$ cat src/hw/rtl/wpu_pkg.sv
// shared types and constants of the window pooling unit
// field widths, register indexes, request and mode codes, configuration struct
// no dependencies
package wpu_pkg;

	localparam int DATA_W     = 16;
	localparam int CH_W       = 4;
	localparam int IDX_W      = 5;
	localparam int STEP_W     = 3;
	localparam int BASE_W     = IDX_W + STEP_W;
	localparam int POS_W      = BASE_W + 1;
	localparam int CFG_IDX_W  = 3;
	localparam int CFG_DATA_W = 6;

	localparam logic [CFG_IDX_W-1:0] REG_POOL_MODE    = 3'd0;
	localparam logic [CFG_IDX_W-1:0] REG_WINDOW_SIZE  = 3'd1;
	localparam logic [CFG_IDX_W-1:0] REG_STEP_SIZE    = 3'd2;
	localparam logic [CFG_IDX_W-1:0] REG_MAP_CHANNELS = 3'd3;
	localparam logic [CFG_IDX_W-1:0] REG_MAP_ROWS     = 3'd4;
	localparam logic [CFG_IDX_W-1:0] REG_MAP_COLS     = 3'd5;
	localparam logic [CFG_IDX_W-1:0] REG_RESULT_ROWS  = 3'd6;
	localparam logic [CFG_IDX_W-1:0] REG_RESULT_COLS  = 3'd7;

	localparam logic REQ_LOAD    = 1'b0;
	localparam logic REQ_COMPUTE = 1'b1;
	localparam logic MODE_MAX    = 1'b0;
	localparam logic MODE_AVG    = 1'b1;

	localparam logic signed [DATA_W-1:0] OUTSIDE_VALUE = 16'sh8000;

	typedef struct packed {
		logic       pool_mode;
		logic [2:0] window_size;
		logic [2:0] step_size;
		logic [4:0] map_channels;
		logic [5:0] map_rows;
		logic [5:0] map_cols;
		logic [5:0] result_rows;
		logic [5:0] result_cols;
	} cfg_t;

	localparam cfg_t CFG_RESET = '{
		pool_mode:    MODE_MAX,
		window_size:  3'd2,
		step_size:    3'd2,
		map_channels: 5'd1,
		map_rows:     6'd32,
		map_cols:     6'd32,
		result_rows:  6'd16,
		result_cols:  6'd16
	};

endpackage

$ cat src/hw/rtl/wpu_ctrl.sv
// request decode and window sequencer: store writes, window scan reads,
// max / sum accumulation, divider hand-off and the result register
// depends on wpu_pkg
module wpu_ctrl #(
	parameter int MAX_CHANNELS = 16,
	parameter int MAX_ROWS     = 32,
	parameter int MAX_COLS     = 32,
	parameter int MAX_WINDOW   = 4,
	parameter int ADDR_W       = 14,
	parameter int ACC_W        = 20,
	parameter int WN_W         = 3
) (
	input  logic                              clk,
	input  logic                              arst_n,
	input  wpu_pkg::cfg_t                     cfg,
	input  logic                              start,
	output logic                              busy,
	input  logic                              req_type,
	input  logic [wpu_pkg::CH_W-1:0]          chan,
	input  logic [wpu_pkg::IDX_W-1:0]         row_index,
	input  logic [wpu_pkg::IDX_W-1:0]         col_index,
	input  logic signed [wpu_pkg::DATA_W-1:0] sample,
	output logic                              wr_en,
	output logic [ADDR_W-1:0]                 wr_addr,
	output logic signed [wpu_pkg::DATA_W-1:0] wr_data,
	output logic                              rd_en,
	output logic [ADDR_W-1:0]                 rd_addr,
	input  logic signed [wpu_pkg::DATA_W-1:0] rd_data,
	output logic                              div_start,
	output logic signed [ACC_W-1:0]           div_dividend,
	output logic [2*WN_W-1:0]                 div_divisor,
	input  logic                              div_done,
	input  logic signed [wpu_pkg::DATA_W-1:0] div_quotient,
	output logic                              done,
	output logic signed [wpu_pkg::DATA_W-1:0] pooled_value,
	output logic                              coord_error
);
	import wpu_pkg::*;

	localparam int CNT_W = $clog2(MAX_WINDOW);
	localparam int SQ_W  = 2 * WN_W;

	localparam logic [1:0] ST_IDLE  = 2'd0;
	localparam logic [1:0] ST_SCAN  = 2'd1;
	localparam logic [1:0] ST_DRAIN = 2'd2;
	localparam logic [1:0] ST_DIV   = 2'd3;

	logic [1:0]               state_q;
	logic [CH_W-1:0]          ch_q;
	logic [BASE_W-1:0]        base_r_q;
	logic [BASE_W-1:0]        base_k_q;
	logic [WN_W-1:0]          win_q;
	logic                     mode_q;
	logic [CNT_W-1:0]         i_q;
	logic [CNT_W-1:0]         j_q;
	logic signed [ACC_W-1:0]  acc_q;
	logic                     vld_s1;
	logic                     in_s1;
	logic                     last_s1;
	logic                     done_q;
	logic signed [DATA_W-1:0] pooled_q;
	logic                     err_q;

	logic                     accept;
	logic                     ch_ok;
	logic                     load_ok;
	logic                     req_err;
	logic [WN_W-1:0]          win_cfg;
	logic [POS_W-1:0]         pr;
	logic [POS_W-1:0]         pk;
	logic                     in_map;
	logic                     last_i;
	logic                     last_j;
	logic signed [ACC_W-1:0]  v_ext;
	logic signed [ACC_W-1:0]  acc_nxt;

	assign busy   = (state_q != ST_IDLE);
	assign accept = start && !busy;

	assign ch_ok   = (32'(chan) < MAX_CHANNELS) && ({1'b0, chan} < cfg.map_channels);
	assign load_ok = ch_ok
		&& (32'(row_index) < MAX_ROWS) && ({1'b0, row_index} < cfg.map_rows)
		&& (32'(col_index) < MAX_COLS) && ({1'b0, col_index} < cfg.map_cols);
	assign req_err = !ch_ok
		|| ({1'b0, row_index} >= cfg.result_rows)
		|| ({1'b0, col_index} >= cfg.result_cols);

	// window side: zero acts as one, large values clamp to the maximum
	always_comb begin
		if (cfg.window_size == 3'd0) begin
			win_cfg = WN_W'(1);
		end else if (32'(cfg.window_size) > MAX_WINDOW) begin
			win_cfg = WN_W'(MAX_WINDOW);
		end else begin
			win_cfg = WN_W'(cfg.window_size);
		end
	end

	assign wr_en   = accept && (req_type == REQ_LOAD) && load_ok;
	assign wr_addr = ADDR_W'((32'(chan) * MAX_ROWS + 32'(row_index)) * MAX_COLS
		+ 32'(col_index));
	assign wr_data = sample;

	assign pr     = POS_W'(base_r_q) + POS_W'(i_q);
	assign pk     = POS_W'(base_k_q) + POS_W'(j_q);
	assign in_map = (32'(pr) < MAX_ROWS) && (pr < POS_W'(cfg.map_rows))
		&& (32'(pk) < MAX_COLS) && (pk < POS_W'(cfg.map_cols));
	assign last_i = (WN_W'(i_q) == win_q - WN_W'(1));
	assign last_j = (WN_W'(j_q) == win_q - WN_W'(1));

	assign rd_en   = (state_q == ST_SCAN) && in_map;
	assign rd_addr = ADDR_W'((32'(ch_q) * MAX_ROWS + 32'(pr)) * MAX_COLS + 32'(pk));

	// positions off the map count as the most negative sample
	assign v_ext   = in_s1 ? ACC_W'(rd_data) : ACC_W'(OUTSIDE_VALUE);
	assign acc_nxt = (mode_q == MODE_MAX) ? ((v_ext > acc_q) ? v_ext : acc_q)
		: acc_q + v_ext;

	assign div_start    = (state_q == ST_DRAIN) && (mode_q == MODE_AVG);
	assign div_dividend = acc_nxt;
	assign div_divisor  = SQ_W'(win_q) * SQ_W'(win_q);

	always_ff @(posedge clk or negedge arst_n) begin
		if (!arst_n) begin
			state_q <= ST_IDLE;
			vld_s1  <= 1'b0;
			done_q  <= 1'b0;
			i_q     <= '0;
			j_q     <= '0;
		end else begin
			done_q <= 1'b0;
			vld_s1 <= (state_q == ST_SCAN);
			unique case (state_q)
				ST_IDLE: begin
					if (accept && (req_type == REQ_COMPUTE)) begin
						if (req_err) begin
							done_q <= 1'b1;
						end else begin
							state_q <= ST_SCAN;
							i_q     <= '0;
							j_q     <= '0;
						end
					end
				end
				ST_SCAN: begin
					if (last_j) begin
						j_q <= '0;
						i_q <= i_q + CNT_W'(1);
					end else begin
						j_q <= j_q + CNT_W'(1);
					end
					if (last_i && last_j) begin
						state_q <= ST_DRAIN;
					end
				end
				ST_DRAIN: begin
					if (mode_q == MODE_MAX) begin
						done_q  <= 1'b1;
						state_q <= ST_IDLE;
					end else begin
						state_q <= ST_DIV;
					end
				end
				ST_DIV: begin
					if (div_done) begin
						done_q  <= 1'b1;
						state_q <= ST_IDLE;
					end
				end
				default: begin
					state_q <= ST_IDLE;
				end
			endcase
		end
	end

	always_ff @(posedge clk) begin
		in_s1   <= in_map;
		last_s1 <= last_i && last_j;
		if (accept) begin
			ch_q     <= chan;
			base_r_q <= BASE_W'(row_index) * BASE_W'(cfg.step_size);
			base_k_q <= BASE_W'(col_index) * BASE_W'(cfg.step_size);
			win_q    <= win_cfg;
			mode_q   <= cfg.pool_mode;
			acc_q    <= (cfg.pool_mode == MODE_MAX) ? ACC_W'(OUTSIDE_VALUE) : '0;
		end else if (vld_s1) begin
			acc_q <= acc_nxt;
		end
		if (accept && (req_type == REQ_COMPUTE) && req_err) begin
			pooled_q <= '0;
			err_q    <= 1'b1;
		end else if ((state_q == ST_DRAIN) && (mode_q == MODE_MAX)) begin
			pooled_q <= DATA_W'(acc_nxt);
			err_q    <= 1'b0;
		end else if ((state_q == ST_DIV) && div_done) begin
			pooled_q <= div_quotient;
			err_q    <= 1'b0;
		end
	end

	assign done         = done_q;
	assign pooled_value = pooled_q;
	assign coord_error  = err_q;

	a_drain_last: assert property (@(posedge clk) disable iff (!arst_n)
		(state_q == ST_DRAIN) |-> (vld_s1 && last_s1))
		else $error("drain reached without the last window beat");

	a_no_rw: assert property (@(posedge clk) disable iff (!arst_n)
		!(wr_en && rd_en))
		else $error("store write during window scan");

	a_done_idle: assert property (@(posedge clk) disable iff (!arst_n)
		done_q |-> (state_q == ST_IDLE))
		else $error("result strobe while a request is still in work");

	a_err_zero: assert property (@(posedge clk) disable iff (!arst_n)
		(done_q && err_q) |-> (pooled_q == '0))
		else $error("coordinate error with nonzero value");

endmodule

$ cat config.mk
export PLATFORM = sky130hd
export DESIGN_NAME = wpu_ctrl
export DESIGN_NICKNAME = d
export VERILOG_FILES = /design/src/hw/rtl/wpu_pkg.sv /design/src/hw/rtl/wpu_ctrl.sv
export SDC_FILE = /design/constraint.sdc
export NUM_CORES = 1
export LEC_CHECK = 0
export BUFFER_PORTS_ARGS = -buffer_cell sky130_fd_sc_hd__buf_2
export CORE_MARGIN = 8
export CORE_UTILIZATION = 50
export CTS_BUF_LIST = sky130_fd_sc_hd__clkbuf_8
export DETAILED_ROUTE_END_ITERATION = 7
export PLACE_DENSITY_LB_ADDON = 0.1
export SYNTH_ARGS = -nofsm -noshare
export SYNTH_HDL_FRONTEND = slang
export SYNTH_SLANG_ARGS = --single-unit
$ cat constraint.sdc
create_clock -name clk -period 3.55 [get_ports clk]
set_clock_uncertainty 0.2 [all_clocks]
set_input_delay 0 -clock clk [delete_from_list [all_inputs] [get_ports clk]]
set_output_delay 0 -clock clk [all_outputs]
set_load 0.05 [all_outputs]
# --- After elaboration in Yosys (flattened, before gate mapping) ---
# Cells that the tools add are included.
classes:
  mul: 3
  n_mux: 28
  eq_ne: 10
  reduce_logical: 29
  addsub: 10
  bitwise: 2
  n_lt_le_gt_ge: 11
ops:
  columns: ["op", "count"]
  rows:
  - ["two-way mux 20 bit", 6]
  - ["two-way mux 16 bit", 2]
  - ["adder 20 bit", 1]
  - ["> comparator 20 bit", 1]
  - ["adder 8 x 2 -> 9 bit", 2]
  - ["< comparator 9 x 6 -> 1 bit", 2]
  - ["< comparator 9 x 6 -> 1 bit (second input constant)", 2]
  - ["two-way mux 2 bit", 9]
  - ["multiplier 5 x 3 -> 8 bit", 2]
  - ["logical AND 1 bit", 15]
  - ["adder 14 x 5 -> 14 bit", 1]
  - ["adder 14 x 9 -> 14 bit", 1]
  - ["greater-or-equal comparator 5 x 6 -> 1 bit", 2]
  - ["< comparator 5 x 6 -> 1 bit", 2]
  - ["adder 9 x 5 -> 9 bit", 1]
  - ["adder 9 bit", 1]
  - ["!= test 2 bit (second input constant)", 4]
  - ["case mux 2 bit (2 select lines)", 2]
  - ["case mux 2 bit (4 select lines)", 1]
  - ["AND reduction 4 bit", 2]
  - ["nonzero test 2 bit", 4]
  - ["equality test 2 x 3 -> 1 bit", 2]
  - ["multiplier 3 x 3 -> 6 bit", 1]
  - ["two-way mux 1 bit", 6]
  - ["16 further kinds", 21]
totals:
  out_inout_bits: 92
  elab_cells: 108
  ff_bits: 70

# --- Longest topological paths before layout ---
depth:
  ltp_word: 7
  depth_mapped: 15
  mapped_depth_nobuf: 13

# --- Worst setup path after synthesis ---
# Ideal clock, no wire load.
synth_path:
  path_type: "flip-flop to output port"
  startpoint: "reg in_s1"
  endpoint: "out div_dividend[2]"
  path_slack_ns: -0.935
  path_stages_with_launch: 14
  arrival_ns: 4.285
  n_path_buf: 3
  cell_sequence: "dfxtp_1 -> clkbuf_1 -> nand2b_1 -> ha_1 -> nand3_1 -> or4_4 -> or4_1 -> nor3_1 -> a31o_1 -> or2_1 -> buf_6 -> buf_12 -> mux2i_1 -> a21boi_0"
synth_between:
  elab_chain_len: 4
synth_rtl:
  columns: ["element", "line", "rtl"]
  rows:
  - ["start: declaration", "wpu_ctrl.sv:58", "logic in_s1;"]
  - ["start signal: assignment", "wpu_ctrl.sv:178", "in_s1 <= in_map;"]
  - ["two-way mux 20 bit (*)", "wpu_ctrl.sv:115", "assign v_ext = in_s1 ? ACC_W'(rd_data) : ACC_W'(OUTSIDE_VALUE);"]
  - ["> comparator 20 bit", "wpu_ctrl.sv:116", "assign acc_nxt = (mode_q == MODE_MAX) ? ((v_ext > acc_q) ? v_ext : acc_q)"]
  - ["two-way mux 20 bit", "wpu_ctrl.sv:116", null]
  - ["two-way mux 20 bit (*)", "wpu_ctrl.sv:116", null]
  - ["end: declaration", "wpu_ctrl.sv:30", "output logic signed [ACC_W-1:0] div_dividend,"]
# Mark *: on every way between the ends. The rest lies on a longest branch, timed or not.

# --- Final worst setup path ---
layout_path:
  startpoint: "reg in_s1"
  endpoint: "out div_dividend[14]"
# The elaborated chain is that of the path after synthesis.

==> metrics.md <==
| Metric | Value |
|---|---|
| Status | `complete, but fails checks` |
| Violated checks | `setup timing` |
| Average cell area after synthesis | `about 8.5 sq um` |
| Commonest cells after routing, fill and taps aside | `buf_2 (137), inv_1 (105), ha_1 (90)` |
| Root buffer cell | `clkbuf_8` |
| Worst vdd ir | `a little over 0.5 mV` |
| Share of the synthesized area in the top cell type | `18.4%` |
| Setup violations, final | `19` |
| WP data arrival | `3.47 ns` |
| Final Hold Fails | `0` |
| Fin crit period | `3.67 ns` |
| Cell leakage power | `4.75 nW` |
| Via count | `about 6800` |
| Crit-path max cell delay | `0.54 ns` |
| Layout Cells excl Fill | `1268` |
| Pin count of the biggest net entering global routing | `35` |
| Slew HR | `about two fifths` |
| Hold WC Path Type | `in2reg` |
| Layout area overhead | `37.4%` |
| Int Power | `0.00397 W` |
| Most common library cell in the layout ignoring fill and taps | `buf_2` |
| Net Sw Frac | `53.0%` |
| Rows | `44` |
| Cell chain of the critical path | `nand2b_4, ha_4, nand3_2, or4_4, or4_4, nor3_2, a31o_1, or2_4, buf_8, mux2i_4, mux2i_4, buf_6` |
| Placed insts | `1167` |
| TritonCTS Buffers | `9` |
| Avg WL per Cell | `17.3 um` |
| RSZ-0062 raised after global routing | `true` |
| Final worst path period share | `103%` |
| Drt pass-1 iters | `5` |
| Die Area | `18500 sq um` |
| Input/output buffers | `161` |
| Combinational Power Share | `72.2%` |
| Crit path max fanout | `7` |
| Unique masters post-synth | `roughly 60` |
| Remaining DRCs | `0` |
| Worst Tran Pin Value | `0.896 ns` |
| Clock Power Share | `8.7%` |
| Post-synth EDFFs | `44` |
| WS Path Type | `reg2out` |
| First-pass GRT wire length | `around 34000 um` |
| Clk_lat worst skew | `0.36 ns` |
| CP max-delay cell | `or4_4` |
| Initial cell density of the core | `50.3%` |
| Final RePlAce weighted congestion | `0.899` |
| Clock transition at path regs | `0.08 ns` |
| Total wire length | `21900 um` |
| Post-route setup slack | `-0.122 ns` |
| P per Cell Area | `855 nW/um^2` |
| Synth Instances | `845` |
| CTS H-tree depth | `3` |
| Ports | `195` |
| Switching Power | `0.00448 W` |
| Setup TNS | `-1.20 ns` |
| Hold_ws | `0.0219 ns` |
| Async SR Flop Fraction | `11.4%` |
| Fraction of layout cells with a size suffix above 1 | `a little under a third` |
| Pre-CTS WS | `-0.0192 ns` |
| Synth Flop Type | `edfxtp_1` |
| Drt initial violations | `300` |
| Design Power | `0.00846 W` |
| Number of global-route vias before repair | `roughly 7000` |
| Worst r2r path cells | `13` |
| Fillers | `1201` |
| Antenna Nets Post-Route | `0` |
| Clock Path Buffers | `2` |
| Startpoint Class | `register` |
| Gr ovfl total | `0` |
| Reg-to-reg slack, setup | `-0.08 ns` |
| Register area share after synthesis | `26.2%` |
| DP HPWL | `around 16000 um` |
| Diode count | `0` |
| Die H | `136 um` |
| Cells taking the most area after synthesis | `edfxtp_1 (18%), ha_1 (17%), inv_1 (5.5%)` |
| MaxCap Viol Count | `0` |
| Core Footprint | `14300 sq um` |
| Clk sinks | `70` |
| Post-synthesis instance area | `between 7000 and 8000 sq um` |
| GRT Util Overall | `a little under a quarter` |
| Initial antenna violation count | `0` |
| Routed vias/inst | `5.33` |
| Critical Path RT | `3.35 ns` |
| Yosys Warn Count | `0` |
| Post-synth top area cell | `edfxtp_1` |
| Flop and latch count out of synthesis | `70` |
| Die width | `136 um` |
| Final Max Slew Viols | `0` |
| CTS tree | `yes` |
| Hold depth | `3` |
| Syn_nets | `between 1000 and 1500` |
| CP Capture Type | `primary output` |
| Final #Nets | `1294` |
| F_max | `0.272 GHz` |
| Seq pwr share | `19.1%` |
## worst paths after layout
path,from,endpoint
max,in_s1,div_dividend[14]
min,cfg[30],base_k_q[1]
max reg2reg,in_s1,acc_q[14]
min reg2reg,pooled_value[8],pooled_value[8]
max in group asynchronous,arst_n,i_q[0]
min in group asynchronous,arst_n,done
## synthesized netlist by cell type (11+ instances only)
master / number
a21oi_1: 52
inv_1: 106
nand2b_1: 15
xor2_1: 15
o21ai_0: 32
a21o_1: 20
nor3_1: 11
nand2_1: 79
edfxtp_1: 44
and2_1: 37
o221ai_1: 18
dfxtp_1: 18
nand3_1: 15
a21boi_0: 13
fa_1: 13
buf_4: 32
nor2_1: 44
clkbuf_1: 22
mux2i_1: 19
xnor2_1: 34
ha_1: 99
## state kept, by name (all words and copies together) (netlist names)
name          count
state_q           2
mode_q            1
ch_q              4
vld_s1            1
in_s1             1
base_r_q          8
i_q               2
j_q               2
coord_error       1
pooled_value     16
win_q             3
acc_q            20
base_k_q          8
done              1
## critical path: cells and delay by family, from the launching register on
family / cells / cell delay, ns
muxes: 2 / 0.38
and+or+nand+nor: 6 / 1.54
DFF: 1 / 0.42
adders and majority gates: 1 / 0.29
buffers and inverters: 2 / 0.33
AOI/OAI and AO/OA: 1 / 0.14
## through the flow
step / util (%) / area, sq um
4_1_cts: 67.3 / 9630
6_report: 69.1 / 9890
5_1_grt: 69.1 / 9890
3_3_place_gp: 58.5 / 8370
3_5_place_dp: 58.5 / 8370
2_1_floorplan: - / 7450
## cell families (layout without fill, tap and decap cells)
group,Yosys count,after routing,synth area share [%]
AND/OR/NAND/NOR,246,246,17.1
AO/OA/AOI/OAI,183,183,16.5
buffers and inverters,164,403,10.7
adder cells (fa/ha/maj),113,113,21.0
flip-flops,70,70,26.2
XOR/XNOR,49,49,5.97
multiplexers,19,19,2.64
other,1,1,0.0521
## timing repair
| item | CTS | global route |
|---|---|---|
| hold endpoints to repair | 61 | 0 |
| pin swaps | 24 | 14 |
| setup buffers | 18 | 9 |
| gates resized for setup | 83 | 45 |
| endpoints found under the setup margin | 33 | 33 |
| hold buffers | 58 | 0 |
## layer usage
metal / GRT usage [%] / wire length (um) / up-vias / part of all wire [%]
met2: 43.7 / 11600 / 177 / 53
met4: 9.21 / 712 / 0 / 3.2
met5: 0 / 0 / - / 0
li1: - / - / 3347 / -
met1: 25.0 / 8730 / 3182 / 40
met3: 4.14 / 943 / 52 / 4.3
## area by class of cell
| type | instances | area (sq um) | share of cell area [%] |
|---|---|---|---|
| clock buffer | 9 | 124 | 1.25 |
| sequential | 70 | 1890 | 19.1 |
| tap | 184 | 230 | 2.33 |
| timing repair buffer | 281 | 2050 | 20.7 |
| multi-input combinational | 611 | 5100 | 51.6 |
| inverter | 106 | 398 | 4.02 |
| clock inverter | 7 | 92.6 | 0.937 |
## power groups by stage
stage | clock, W | sequential (W) | combinational, W
final | 0.000736 | 0.00161 | 0.00610
after floorplan | 0 | 0.00186 | 0.00379
after global routing | 0.000780 | 0.00166 | 0.00649
after CTS | 0.000749 | 0.00160 | 0.00587
after detailed placement | 0 | 0.00159 | 0.00527
after global placement | 0 | 0.00158 | 0.00524
No activity file was read; power rests on OpenSTA's default activity.
