## config.mk

```make
export PLATFORM = sky130hd
export DESIGN_NAME = wpu_div
export DESIGN_NICKNAME = d
export VERILOG_FILES = /design/src/hw/rtl/wpu_pkg.sv /design/src/hw/rtl/wpu_div.sv
export SDC_FILE = /design/constraint.sdc
export NUM_CORES = 1
export LEC_CHECK = 0
export ABC_AREA = 1
export BUFFER_PORTS_ARGS = -buffer_cell sky130_fd_sc_hd__buf_2
export CAP_MARGIN = 20
export CORE_ASPECT_RATIO = 0.8
export CORE_MARGIN = 1.5
export CORE_UTILIZATION = 58
export CTS_CLUSTER_SIZE = 30
export DETAILED_ROUTE_END_ITERATION = 10
export GPL_TIMING_DRIVEN = 0
export PLACE_DENSITY_LB_ADDON = 0.05
export SLEW_MARGIN = 20
export SYNTH_ARGS = -nofsm -noshare
export SYNTH_HDL_FRONTEND = slang
export SYNTH_SLANG_ARGS = --single-unit
```

## constraint.sdc

```tcl
create_clock -name clk -period 4.8 [get_ports clk]
set_input_delay 1.44 -clock clk [delete_from_list [all_inputs] [get_ports clk]]
set_output_delay 1.44 -clock clk [all_outputs]
set_load 0.02 [all_outputs]
```

## src/hw/rtl/wpu_pkg.sv

```systemverilog
// shared types and constants of the window pooling unit
// field widths, register indexes, request and mode codes, configuration struct
// no dependencies
package wpu_pkg;

	localparam int DATA_W     = 16;
	localparam int CH_W       = 4;
	localparam int IDX_W      = 5;
	localparam int STEP_W     = 3;
	localparam int BASE_W     = IDX_W + STEP_W;
	localparam int POS_W      = BASE_W + 1;
	localparam int CFG_IDX_W  = 3;
	localparam int CFG_DATA_W = 6;

	localparam logic [CFG_IDX_W-1:0] REG_POOL_MODE    = 3'd0;
	localparam logic [CFG_IDX_W-1:0] REG_WINDOW_SIZE  = 3'd1;
	localparam logic [CFG_IDX_W-1:0] REG_STEP_SIZE    = 3'd2;
	localparam logic [CFG_IDX_W-1:0] REG_MAP_CHANNELS = 3'd3;
	localparam logic [CFG_IDX_W-1:0] REG_MAP_ROWS     = 3'd4;
	localparam logic [CFG_IDX_W-1:0] REG_MAP_COLS     = 3'd5;
	localparam logic [CFG_IDX_W-1:0] REG_RESULT_ROWS  = 3'd6;
	localparam logic [CFG_IDX_W-1:0] REG_RESULT_COLS  = 3'd7;

	localparam logic REQ_LOAD    = 1'b0;
	localparam logic REQ_COMPUTE = 1'b1;
	localparam logic MODE_MAX    = 1'b0;
	localparam logic MODE_AVG    = 1'b1;

	localparam logic signed [DATA_W-1:0] OUTSIDE_VALUE = 16'sh8000;

	typedef struct packed {
		logic       pool_mode;
		logic [2:0] window_size;
		logic [2:0] step_size;
		logic [4:0] map_channels;
		logic [5:0] map_rows;
		logic [5:0] map_cols;
		logic [5:0] result_rows;
		logic [5:0] result_cols;
	} cfg_t;

	localparam cfg_t CFG_RESET = '{
		pool_mode:    MODE_MAX,
		window_size:  3'd2,
		step_size:    3'd2,
		map_channels: 5'd1,
		map_rows:     6'd32,
		map_cols:     6'd32,
		result_rows:  6'd16,
		result_cols:  6'd16
	};

endpackage

```

## src/hw/rtl/wpu_div.sv

```systemverilog
// signed divide by a small unsigned divisor, truncating toward zero
// restoring divide on the magnitude, two quotient bits per cycle
// depends on wpu_pkg for the quotient width
module wpu_div #(
	parameter int ACC_W = 20,
	parameter int DVS_W = 6
) (
	input  logic                              clk,
	input  logic                              arst_n,
	input  logic                              start,
	input  logic signed [ACC_W-1:0]           dividend,
	input  logic [DVS_W-1:0]                  divisor,
	output logic                              done,
	output logic signed [wpu_pkg::DATA_W-1:0] quotient
);
	import wpu_pkg::*;

	localparam int NCYC  = (ACC_W + 1) / 2;
	localparam int PAD_W = 2 * NCYC;
	localparam int CNT_W = $clog2(NCYC);

	logic                     busy_q;
	logic                     done_q;
	logic [CNT_W-1:0]         cnt_q;
	logic [PAD_W-1:0]         num_q;
	logic [DVS_W-1:0]         rem_q;
	logic [DVS_W-1:0]         dvs_q;
	logic                     neg_q;
	logic signed [DATA_W-1:0] quo_q;

	logic [ACC_W-1:0] mag;
	logic [PAD_W-1:0] num_n;
	logic [DVS_W-1:0] rem_n;
	logic [DVS_W:0]   trial;
	logic [PAD_W-1:0] q_fin;
	logic             last;

	assign mag  = dividend[ACC_W-1] ? ACC_W'(-dividend) : ACC_W'(dividend);
	assign last = (cnt_q == CNT_W'(NCYC - 1));

	// two restoring steps; dividend shifts out the top while quotient bits enter below
	always_comb begin
		num_n = num_q;
		rem_n = rem_q;
		trial = '0;
		for (int k = 0; k < 2; k++) begin
			trial = {rem_n, num_n[PAD_W-1]};
			num_n = num_n << 1;
			if (trial >= {1'b0, dvs_q}) begin
				rem_n    = DVS_W'(trial - {1'b0, dvs_q});
				num_n[0] = 1'b1;
			end else begin
				rem_n = DVS_W'(trial);
			end
		end
		q_fin = neg_q ? -num_n : num_n;
	end

	always_ff @(posedge clk or negedge arst_n) begin
		if (!arst_n) begin
			busy_q <= 1'b0;
			done_q <= 1'b0;
			cnt_q  <= '0;
		end else begin
			done_q <= 1'b0;
			if (start) begin
				busy_q <= 1'b1;
				cnt_q  <= '0;
			end else if (busy_q) begin
				cnt_q <= cnt_q + CNT_W'(1);
				if (last) begin
					busy_q <= 1'b0;
					done_q <= 1'b1;
				end
			end
		end
	end

	always_ff @(posedge clk) begin
		if (start) begin
			num_q <= PAD_W'(mag);
			rem_q <= '0;
			dvs_q <= divisor;
			neg_q <= dividend[ACC_W-1];
		end else if (busy_q) begin
			num_q <= num_n;
			rem_q <= rem_n;
			if (last) begin
				quo_q <= $signed(q_fin[DATA_W-1:0]);
			end
		end
	end

	assign done     = done_q;
	assign quotient = quo_q;

	a_start_idle: assert property (@(posedge clk) disable iff (!arst_n)
		start |-> !busy_q)
		else $error("divide started while busy");

	a_done_single: assert property (@(posedge clk) disable iff (!arst_n)
		done_q |=> !done_q)
		else $error("divide done held longer than one cycle");

endmodule

```

## After elaboration in Yosys (flattened, before gate mapping)

Cells that the tools add are included.

- Register bits after elaboration: 55
- Latch bits: 0
- Memory bits (writable): 0
- ROM bits: 0
- Bits of input ports: 29
- Output and inout port bits: 17
- Logic and storage cells: 35
- Memories kept: 0

- Add/subtract/negate cells: 5
- Multiply operators: 0
- Div/mod/pow operators: 0
- Magnitude comparators: 2
- Equality and inequality tests: 1
- Shift-type cells: 0
- Multiplexer cells: 16
- Bitwise logic cells: 1
- Reduce and logical (&&, ||, !) cells: 2

Operator list:

| operator | count |
|---|---|
| 20-bit two-way mux | 3 |
| 20-bit negation | 1 |
| 16-bit two-way mux | 1 |
| 16-bit negation | 1 |
| 7-bit by 6-bit greater-or-equal comparator with 1-bit output | 2 |
| 6-bit two-way mux | 2 |
| 6-bit subtractor | 2 |
| 1-bit two-way mux | 8 |
| 4-bit two-way mux | 2 |
| 4-bit by 1-bit adder with 4-bit output (second input constant) | 1 |
| 4-bit == test (second input constant) | 1 |
| 3-bit AND reduction | 1 |
| 2-bit nonzero test | 1 |
| 1-bit NOT | 1 |

## Longest topological paths before layout

Gate-level depths: netlist of run 1.

- Depth after elaboration: 6
- Gate-level depth with buffers: 27
- Mapped depth without buffers: 27

## Worst setup path after synthesis of run 1

OpenSTA, ideal clock, no wires.

- Path type: reg-to-reg
- Start: register dvs_q[2]
- End: register quo_q[14], in the netlist quotient[14], data pin
- Library setup time: 265 ps
- Arrival time: 3457 ps
- Path slack: 1078 ps
- Cell stages (with the launch flop): 28
- Path buffers: 0
- Path through: edfxtp_1 -> inv_1 -> ha_1 -> nand2_1 -> nand2_1 -> inv_2 -> nand3_2 -> nand2_2 -> nand2_4 -> inv_2 -> or2_0 -> o21ai_1 -> inv_1 -> ha_1 -> nand2_1 -> inv_1 -> nand4_1 -> o211ai_1 -> nand2_1 -> nand3_4 -> inv_4 -> ha_1 -> inv_1 -> nor4_1 -> nand3_1 -> nand2_1 -> o21ai_0 -> xor2_1

- Word-level cells in the longest chain between the ends: 6
- Elaborated cells between the ends (all ways): 8
- Those cells by class: 2 x add/sub; 2 x order compare; 4 x mux

RTL lines:

| item | line | source |
|---|---|---|
| start, declared | wpu_div.sv:27 | `logic [DVS_W-1:0] dvs_q;` |
| start signal, assigned | wpu_div.sv:83 | `dvs_q <= divisor;` |
| 6-bit subtractor or 7-bit by 6-bit greater-or-equal comparator with 1-bit output (tied branches) | wpu_div.sv:50, wpu_div.sv:49 |  |
| 6-bit two-way mux | wpu_div.sv:49 | `if (trial >= {1'b0, dvs_q}) begin` |
| 7-bit by 6-bit greater-or-equal comparator with 1-bit output (*) | wpu_div.sv:49 |  |
| 1-bit two-way mux (*) | wpu_div.sv:49 |  |
| named net num_n[0] | wpu_div.sv:32 | `logic [PAD_W-1:0] num_n;` |
| 16-bit negation (*) | wpu_div.sv:56 | `q_fin = neg_q ? -num_n : num_n;` |
| 16-bit two-way mux (*) | wpu_div.sv:56 |  |
| named net q_fin[14] | wpu_div.sv:35 | `logic [PAD_W-1:0] q_fin;` |
| end signal, assigned | wpu_div.sv:89 | `quo_q <= $signed(q_fin[DATA_W-1:0]);` |
| end, declared | wpu_div.sv:29 | `logic signed [DATA_W-1:0] quo_q;` |

The timed path passes the listed nets; every way through them passes the cells marked *.
A chain may end at the register's enable or synchronous reset.

## Worst setup path in the final report of run 1

Same ends and word-level chain as after synthesis.

==> impl_metrics.toml, run 1 <==
[clocking]
cts_buffer_depth = 2
cts_hold_buf = 0
cts_resized = 0
insertion_delay_ns = 0.31
numCtsBuffers = 5
clkTransAtPathRegs_ns = 0.10
clockRootBuffer = "clkbuf_8"
cts_setup_buffers = 0
cts_tree = "done"
clock_sinks = 55
h-tree-depth = 2

[floorplan]
core_area_um2 = 5849
start_util = 0.5942
die_w_um = 89.55
dieArea_um2 = 6469
fp.dieH_um = 72.24
num_rows = 25
io_pins = 46

[placed_design]
place_hpwl_um = 5572
place_congestion = 0.8912
io_buffers = 45
place_ws_ns = 0.4645
dp.cells = 534
place_area_um2 = 3805

[outcome]
status = "finished, final reports clean"

[routing]
wl_per_cell_um = 13.25
via_per_inst = 5.343
dr.pass1.iters = 5
routed_wl_um = 7182
ant_nets = 0
drc_errors = 0
drt_iter0_markers = 185
vias = 2896

[global_routing]
track_usage = 0.2433
grt_max_degree = 24
grt_pass1_vias = 2601
grt_pass1_wl_um = 11870
antenna_found_initial = 0
grt_overflow = 0

[worst_setup_path]
r2r_slack_ns = 0.44
critPathArrivalTime_ns = 4.43
timing.rr.end = "quotient[14]$_DFFE_PP_"
worstPathMaxFanout = 9
cp_slowest_stage_delay_ns = 0.42
crit_cells = 27
reg2regPathDepth = 27
crit_slowest_cell = "nor4_1"
worstSetupPathType = "reg -> reg"
crit_required_ns = 4.87
crit_top_cell = "nand2_1"
crit_start = "dvs_q[2]$_DFFE_PP_"
crit_family = "simple AND/OR/NAND/NOR gates"
r2r_start = "dvs_q[2]$_DFFE_PP_"
cp_num_buf_inv = 7
cp-start-kind = "flop"
crit_end = "quotient[14]$_DFFE_PP_"
end_kind = "flop"

[yosys]
avgSynthCellArea_um2 = 8.519
syn_area_um2 = 3476
yosys_register_bits = 55
synth_flop_cell = "edfxtp_1"
synth_top_area_cell = "edfxtp_1"
synth_top_area_share = 0.3715
synthCells = 408
ys_top_cells_by_area = "edfxtp_1 (37%), nand2_1 (9.6%), ha_1 (5.8%)"
synthesis.nets = 455
synth_edf_count = 43
yosys_warnings = 0
async_flop_share = 0.1091
synth_cell_types = 41
ys_seq_area_frac = 0.4492

[final_layout]
drive_gt1_frac = 0.1584
final_area_um2 = 3926
nets = 507
n_antenna_cell = 0
final_common_cell = "nand2_1"
final_cell_mix = "nand2_1 (89), inv_1 (52), buf_2 (45)"
syn2layout_area_growth_pct = 12.96
final_cell_count_no_fill = 542
fillerInstances = 507

[sta]
rsz0062_at_grt = "no"
setup_viol = 0
fmax_ghz = 0.2292
fin_ws_ns = 0.4361
skew_ns = 0.007962
period_share = 0.9092
tightest_slew_ns = 0.8602
hold_viol_final = 0
fin_crit_ns = 4.364
maxSlewHeadroom = 0.4259
fin_tns_setup_ns = 0
drv_slew = 0

[hold_path]
hp-class = "reg -> reg"

[pwr]
p_int_uw = 1104
pwr-share-clk = 0.173
ir_drop_mv = 0.2053
total_power_uw = 1887
p_seq_frac = 0.349
p_leak_uw = 0.001806
p_switching_uw = 782.9
comb_power_share = 0.479
p_sw_frac = 0.4149
p_per_area_nw_per_um2 = 480.6

[run]
cap_violations = 0
## sequential cells by signal (all words and copies together) (netlist names)
name	flops
num_q	20
cnt_q	4
rem_q	6
neg_q	1
quotient	16
busy_q	1
done	1
dvs_q	6
## cell families after synthesis
family,count (synthesis),synth area share
AO/OA/AOI/OAI,66,0.1055
buffers and inverters,64,0.06984
XOR/XNOR,25,0.06299
adder cells (fa/ha/maj),18,0.06911
AND/OR/NAND/NOR,180,0.2433
flip-flops,55,0.4492
## per-stage QoR
step | utilization | hold WS, ns
after global routing | 0.6712 | 0.5058
after global placement | 0.6501 | 0.4517
after floorplan | - | 0.4337
after detailed placement | 0.6505 | 0.4597
final | 0.6712 | 0.4698
after CTS | 0.6712 | 0.4736
## synth_stat cells, drive strengths merged, types with 4 or more instances
| library cell | count |
|---|---|
| xor2 | 16 |
| o21ai | 37 |
| dfrtp | 6 |
| nand2 | 91 |
| inv | 55 |
| nand3 | 30 |
| nand3b | 8 |
| edfxtp | 43 |
| xnor2 | 9 |
| nor2 | 32 |
| nand4 | 4 |
| clkbuf | 7 |
| nor3 | 9 |
| ha | 16 |
| o211ai | 4 |
| a21oi | 16 |
| dfxtp | 6 |
## worst min-delay path by stage
stage | slack (ns) | startpoint | cells past startpoint | to
3_3_place_gp | 0.45 | cnt_q[3]$_DFFE_PN0P_ | 1 | cnt_q[3]$_DFFE_PN0P_
2_1_floorplan | 0.43 | cnt_q[3]$_DFFE_PN0P_ | 1 | cnt_q[3]$_DFFE_PN0P_
5_1_grt | 0.51 | cnt_q[3]$_DFFE_PN0P_ | 1 | cnt_q[3]$_DFFE_PN0P_
6_report | 0.47 | cnt_q[3]$_DFFE_PN0P_ | 1 | cnt_q[3]$_DFFE_PN0P_
4_1_cts | 0.47 | cnt_q[3]$_DFFE_PN0P_ | 1 | cnt_q[3]$_DFFE_PN0P_
3_5_place_dp | 0.46 | cnt_q[3]$_DFFE_PN0P_ | 1 | cnt_q[3]$_DFFE_PN0P_
## per-layer routing
metal  up-vias  global-route usage  share of wire
met2       102              0.3690           0.43
met4         0             0.06667          0.016
li1       1471                   -              -
met5         -                   0              0
met1      1307              0.3570           0.49
met3        16             0.04892          0.069
## cell type report
cell class              instances  area, um^2  area share
repair buffers                 45       225.2     0.05736
multi-input cells             289        1674      0.4264
plain buffers                   8       30.03    0.007648
clock inverters                 2       38.79    0.009879
inverters                      56       212.7     0.05417
clock buffers                   6       82.58     0.02103
well taps                      81       101.3     0.02581
flip-flops and latches         55        1562      0.3977
## power by group through the flow
stage	Sequential (uW)	Clock [uW]	Combinational, uW
3_5_place_dp	666	0	889
2_1_floorplan	649	0	710
3_3_place_gp	664	0	866
6_report	658	326	903
4_1_cts	656	334	896
5_1_grt	664	347	1020
(Power assumes the default switching activity.)
==> run 2: changes to the inputs <==
--- a/config.mk
+++ b/config.mk
@@ -10,10 +10,9 @@
 export CAP_MARGIN = 20
 export CORE_ASPECT_RATIO = 0.8
 export CORE_MARGIN = 1.5
-export CORE_UTILIZATION = 58
+export CORE_UTILIZATION = 50
 export CTS_CLUSTER_SIZE = 30
 export DETAILED_ROUTE_END_ITERATION = 10
-export GPL_TIMING_DRIVEN = 0
 export PLACE_DENSITY_LB_ADDON = 0.05
 export SLEW_MARGIN = 20
 export SYNTH_ARGS = -nofsm -noshare
==> run 2 against run 1 <==
  * Critical path depth is the same
  * Worst setup slack improved by 0.11 ns
  * Core utilization is 7.5 points lower
  * Largest cell class unchanged
  * Design area fell by 0.64%
  * Critical endpoint unchanged
  * Non-clock buffer count decreased by 7
==> impl_metrics.toml, run 2 (synthesis results as in run 1) <==
[sta]
hold_viol_final = 0
fmax_ghz = 0.2352
rsz0062_at_grt = "no"
maxSlewHeadroom = 0.4016
tightest_slew_ns = 0.8966
drv_slew = 0
skew_ns = 0.008079
fin_crit_ns = 4.252
period_share = 0.8859
setup_viol = 0
hold_ws_ns = 0.4818
fin_tns_setup_ns = 0

[routing]
via_per_inst = 5.167
wl_per_cell_um = 13.99
dr.pass1.iters = 7
routed_wl_um = 7529
ant_nets = 0
drc_errors = 0
drt_iter0_markers = 222
vias = 2780

[hold_path]
hp-class = "reg -> reg"
hold_depth = 1
worstHoldStart = "cnt_q[3]$_DFFE_PN0P_"
worstHoldEndpoint = "cnt_q[3]$_DFFE_PN0P_"

[final_layout]
syn2layout_area_growth_pct = 12.24
final_cell_count_no_fill = 538
nets = 500
drive_gt1_frac = 0.1630
final_common_cell = "nand2_1"
largest_register_ffs = 20
final_cell_mix = "nand2_1 (89), inv_1 (52), buf_2 (45)"
top_register = "num_q"
utilization = 0.5966
n_antenna_cell = 0

[worst_setup_path]
r2r_slack_ns = 0.55
critPathArrivalTime_ns = 4.33
timing.rr.end = "quotient[14]$_DFFE_PP_"
crit_required_ns = 4.88
worstPathMaxFanout = 9
worstSetupPathType = "reg -> reg"
r2r_start = "dvs_q[2]$_DFFE_PP_"
reg2regPathDepth = 27
cp-start-kind = "flop"
cp_slowest_stage_delay_ns = 0.39
crit_slowest_cell = "ha_1"
end_kind = "flop"
crit_top_cell = "nand2_1"

[clocking]
numCtsBuffers = 5
clock_sinks = 55
h-tree-depth = 2
cts_buffer_depth = 2
insertion_delay_ns = 0.31
cts_tree = "done"
clockRootBuffer = "clkbuf_8"
clkTransAtPathRegs_ns = 0.11

[pwr]
p_per_area_nw_per_um2 = 480.1
ir_drop_mv = 0.2325
p_leak_uw = 0.001798

[global_routing]
grt_overflow = 0
grt_pass1_wl_um = 12510
grt_pass1_vias = 2581
grt_max_degree = 35
track_usage = 0.2205
antenna_found_initial = 0

[placed_design]
io_buffers = 45
place_congestion = 0.9546
dp.cells = 530
place_hpwl_um = 5691

[floorplan]
fp.dieH_um = 77.58
dieArea_um2 = 7464
die_w_um = 96.22
core_area_um2 = 6539
io_pins = 46
num_rows = 26
start_util = 0.5316

[run]
cap_violations = 0

[outcome]
status = "finished, final reports clean"
==> run 2: changes by cell type in the layout (fill, tap and decap cells not counted) <==
cell / previous run / this run
nor4_2: 0 / 1
buf_4: 0 / 1
nor2_2: 3 / 2
bufinv_16: 1 / 0
clkinv_4: 0 / 1
nor2_1: 29 / 30
nor4_1: 2 / 1
buf_1: 1 / 0
clkbuf_1: 7 / 0
clkbuf_8: 6 / 5
clkbuf_16: 0 / 1
==> run 2: area by class of cell <==
type,count,area (um^2)
fillers,584,2638
multi-input cells,289,1678
flip-flops and latches,55,1562
repair buffers,46,232.7
inverters,56,212.7
well taps,84,105.1
clock buffers,6,93.84
clock inverters,2,17.52
==> run 2: repair_timing <==
item / 4_1_cts / 5_1_grt
setup endpoints to repair: 0 / 2
buffers inserted: 0 / 0
hold endpoints to repair: 0 / 0
gates resized for setup: 0 / 1
hold buffers: 0 / 0
==> run 2: through the flow <==
step           total power, uW  area [um^2]  worst slack [ns]
4_1_cts                   1862         3895            0.5158
5_1_grt                   2035         3901           0.05323
2_1_floorplan             1359         3476             1.078
6_report                  1873         3901            0.5476
3_3_place_gp              1557         3784            0.6359
3_5_place_dp              1562         3784            0.5287
==> run 2: report_power, final <==
group	switching, uW	internal, uW	total, uW
combinational	576	330	906
clock	163	138	300
sequential	64.5	602	666
total	803	1070	1870
==> run 2: how the worst max path moves through the flow <==
stage,startpoint,end,cells after the start
after floorplan,dvs_q[2]$_DFFE_PP_,quotient[14]$_DFFE_PP_,27
after global placement,dvs_q[2]$_DFFE_PP_,quotient[14]$_DFFE_PP_,27
after detailed placement,dvs_q[2]$_DFFE_PP_,quotient[14]$_DFFE_PP_,27
after CTS,dvs_q[2]$_DFFE_PP_,quotient[14]$_DFFE_PP_,27
after global routing,dvs_q[2]$_DFFE_PP_,quotient[12]$_DFFE_PP_,26
final,dvs_q[2]$_DFFE_PP_,quotient[14]$_DFFE_PP_,27
==> run 2: critical path: cells and delay by family (launching register included) <==
family          cells  cell delay [ns]
simple gates       13             1.75
buf+inv             7             0.56
fa+ha+maj           3             0.88
xor+xnor            1             0.15
flops               1             0.35
compound gates      3             0.32
==> run 2: layer usage <==
| metal | routed length (um) | track usage | vias to the layer above |
|---|---|---|---|
| met5 | 0 | 0 | - |
| met4 | 64 | 0.04412 | 0 |
| met3 | 370 | 0.04608 | 6 |
| met2 | 3006 | 0.3085 | 63 |
| met1 | 4087 | 0.3480 | 1256 |
| li1 | - | - | 1455 |
